**config.mk**
```make
export PLATFORM = sky130hd
export DESIGN_NAME = fmsd_ram
export DESIGN_NICKNAME = d
export VERILOG_FILES = /design/src/rtl/fmsd_ram.sv
export SDC_FILE = /design/constraint.sdc
export NUM_CORES = 1
export LEC_CHECK = 0
export ABC_AREA = 1
export ABC_CLOCK_PERIOD_IN_PS = 2200
export BUFFER_PORTS_ARGS = -buffer_cell sky130_fd_sc_hd__buf_2
export CAP_MARGIN = 20
export CORE_UTILIZATION = 30
export DETAILED_ROUTE_END_ITERATION = 8
export PLACE_DENSITY_LB_ADDON = 0.15
export SKIP_LAST_GASP = 1
export SLEW_MARGIN = 30
export SYNTH_ARGS = -nofsm -noshare
export SYNTH_HDL_FRONTEND = slang
export SYNTH_SLANG_ARGS = --single-unit
```
**constraint.sdc**
```tcl
create_clock -name clk_i -period 2.2 [get_ports clk_i]
set_input_delay 0.11 -clock clk_i [delete_from_list [all_inputs] [get_ports clk_i]]
set_output_delay 0.11 -clock clk_i [all_outputs]
set_load 0.01 [all_outputs]
```
**src/rtl/fmsd_ram.sv**
```systemverilog
`default_nettype none
module fmsd_ram #(
  parameter int Width = 8,
  parameter int Depth = 16
) (
  input  wire logic                     clk_i,
  input  wire logic                     we_i,
  input  wire logic [$clog2(Depth)-1:0] waddr_i,
  input  wire logic [Width-1:0]         wdata_i,
  input  wire logic [$clog2(Depth)-1:0] raddr_i,
  output logic      [Width-1:0]         rdata_o
);

  logic [Width-1:0] mem_q [Depth];

  always_ff @(posedge clk_i) begin
    if (we_i) begin
      mem_q[waddr_i] <= wdata_i;
    end
    rdata_o <= mem_q[raddr_i];
  end

endmodule
`default_nettype wire

```
## Yosys cells after proc, flatten, opt, wreduce, memory -nomap -nowiden

Memories as Yosys holds them, arrays and structs flattened. A register that Yosys moved wholly into a read port is not among the register bits.
Cells that the tools add are included.

- Register bits after elaboration: 0
- Bits in writable memories: 128
- Output and inout bits: 8
- Word-level logic and storage cells: 3
- Memories kept: 1

Memory list:

| memory | words | bits a word | read ports | clocked after Yosys merged registers in | write ports | line | source |
|---|---|---|---|---|---|---|---|
| mem_q | 16 | 8 | 1 | 1 | 1 | 14 | `logic [Width-1:0] mem_q [Depth];` |

- Muxes and demuxes: 2

Operators by type and width:

| cell | count |
|---|---|
| 1-bit two-way mux | 2 |

## Depth between registers and ports, before layout

- Word-level depth: 2
- Depth in mapped cells: 8
- Gate-level depth less buffers: 7

## Worst setup path after synthesis

No wires, ideal clock.

- Kind: input-to-reg
- From: in waddr_i[2]
- To: mem mem_q[10][0] (enable)
- Library setup time: 0.370 ns
- Data arrival time: 0.691 ns
- Path slack: 1.139 ns
- Stages: 2
- Path buffers: 0
- Path through: nand3b_1 -> nor2_1

RTL lines:

| what | line | source |
|---|---|---|
| from (decl) | 8 | `input wire logic [$clog2(Depth)-1:0] waddr_i,` |
| to (decl) | 14 |  |

Straight into the memory's write port.

==> run_results.csv <==
group,metric,value,unit
routing,routed-via-count,3651,
critical_path,slowest_delay,360,ps
routing,drt_wl_total,13.7,mm
final_layout,area_growth,14.5,%
critical_path,r2r-start,"mem_q[5][3]$_DFFE_PP_",
power,ir_drop,0.000520,V
worst_hold_path,hp-start,"raddr_i[3]",
critical_path,cp_top_family,"simple AND/OR/NAND/NOR gates",
final_layout,layout_commonest_cell,"nand2_1",
status,outcome,"finished, final reports clean",
clock_network,cts_resized,0,
routing,viasPerCell,4.44,
critical_path,cp.buffers_inverters,1,
timing,fin_crit_sh,0.496,
final_layout,drive_above_1_share,0.0968,
routing,drtPass1Iterations,4,
synthesis,yosys_register_bits,136,
placed_design,port-buffer-count,25,
power,power_density,877,mW/mm^2
critical_path,start_kind,"flip-flop",
power,power,5.79,mW
grt,overflow,0,
clock_network,cts_buffer_depth,2,
critical_path,reg2reg_slack,1110,ps
routing,drc_errors,0,
clock_network,cts_sinks,136,
grt,first_global_vias,3613,
critical_path,setup.worst_path.end_class,"flip-flop",
final_layout,nets,594,
clock_network,ctsHtreeMaxLevel,4,
synthesis,seq_area_frac_synth,0.694,
timing,period_minus_slack,1090,ps
synthesis,synth_cell_types,12,
critical_path,cp_slowest_cell,"edfxtp_1",
timing,fin_tns_setup,0,ps
critical_path,worstPathCellList,"inv_1 -> nand2_1 -> nand3_1 -> nand3_1 -> nand3_1 -> nand2_1",
timing,worst_pin_slew,753,ps
critical_path,cp-startpoint,"mem_q[5][3]$_DFFE_PP_",
worst_hold_path,hp-class,"input pin to flip-flop",
final_layout,final_core_util,0.352,
clock_network,clk_latency,420,ps
synthesis,synth-warning-count,0,
clock_network,cts_root_buf,"clkbuf_16",
grt,grt_pass1_wl,21.1,mm
clock_network,post_cts_buffers,0,
run,cap_violations,0,
timing,slew_headroom,0.496,
timing,fmaxAchievable,0.917,GHz
clock_network,holdBufCountCts,0,
synthesis,syn_area,0.00577,sq mm
floorplan,boundaryPins,26,
critical_path,worst_path_most_repeated_cell,"nand3_1",
timing,finalHoldViolations,0,
floorplan,coreArea,0.0188,sq mm
critical_path,crit_required,2500,ps
floorplan,initial_core_util,0.307,
critical_path,crit_type,"flip-flop to flip-flop",
clock_network,cts_tree,"yes",
placed_design,routabilityCongestion,0.776,
synthesis,synth_cells,551,
clock_network,path_clk_slew,50,ps
clock_network,cts_buffers,17,
routing,dr.first_iter.drc_count,226,
floorplan,die_h,141,microns
timing,worst_hold_slack,61.6,ps
critical_path,cp_max_fo,1,
final_layout,antenna_cells,0,
timing,setup_viol,0,
grt,antenna_found_initial,0,
power,p_leak,2.80,nW
grt,grt_max_degree,65,
final_layout,final_cell_mix,"nand2_1, edfxtp_1, inv_1, nand3_1, buf_2",
routing,ant_nets,0,
floorplan,die_area,0.0198,sq mm
timing,slew_violations,0,
floorplan,num_rows,50,
grt,grt_usage,0.149,
timing,rsz0062_at_grt,"no",
synthesis,syn_nets,569,
timing,skew,4.77,ps
routing,avgRoutedWirePerCell,16.6,microns
synthesis,postSynthAreaPerCell,10.5,sq um
critical_path,critPathArrivalTime,1390,ps
floorplan,die_x,141,microns
placed_design,hpwlAfterDp,8.43,mm
-- flip-flops by register name, indices dropped and copies added (netlist names) --
register,cells
rdata_o,8
mem_q,128
-- stage by stage --
stage                     cell area, sq um  instances  setup slack [ps]
after global routing                  6600        823              1010
final                                 6600        823              1110
after CTS                             6600        823              1110
after detailed placement              6080        791               693
after global placement                6080        791               740
after floorplan                       5770        551              1140
-- final timing paths --
path,endpoint,depth (start not counted)
max reg2reg,rdata_o[3]$_DFF_P_,6
max,rdata_o[3]$_DFF_P_,6
min reg2reg,rdata_o[3]$_DFF_P_,6
min,rdata_o[7]$_DFF_P_,3
-- cell type report --
type                    count  area [sq um]
clock buffers              20           437
clock inverters            12          85.1
fillers                  1905         12200
inverters                 102           383
multi-input cells         289          1210
flip-flops and latches    136          4000
well taps                 234           293
repair buffers             30           188
-- logic make-up (layout without fill, tap and decap cells) --
kind of cell,Yosys count,after routing,share of synthesized area
buffers and inverters,126,164,0.0952
DFF,136,136,0.694
and+or+nand+nor,289,289,0.210
-- power breakdown --
| group | total [mW] | internal, mW | switching [mW] |
|---|---|---|---|
| clock | 2.52 | 1.52 | 0.998 |
| sequential | 2.91 | 2.90 | 0.0140 |
| combinational | 0.359 | 0.0980 | 0.261 |
-- synth_stat cells --
cell type / number / share of area
nand2_1: 173 / 0.11
nand3b_1: 2 / 0.0026
buf_6: 6 / 0.012
nor2_1: 17 / 0.011
dfxtp_1: 8 / 0.028
buf_4: 4 / 0.0052
inv_1: 100 / 0.065
inv_2: 2 / 0.0013
nand3_1: 97 / 0.084
edfxtp_1: 128 / 0.67
buf_1: 1 / 0.00065
buf_2: 13 / 0.011
-- routing by layer --
layer,routed length [microns],GRT usage,vias up
met5,0,0,-
met4,324,0.0732,0
met3,475,0.0309,19
met2,6490,0.242,74
met1,6370,0.190,1738
li1,-,-,1820
-- worst min-delay path, cell delays in order --
cell and delay [ps]:
buf_2 170, nand3_1 100, nand2_1 40
No activity file was read; power rests on OpenSTA's default activity.
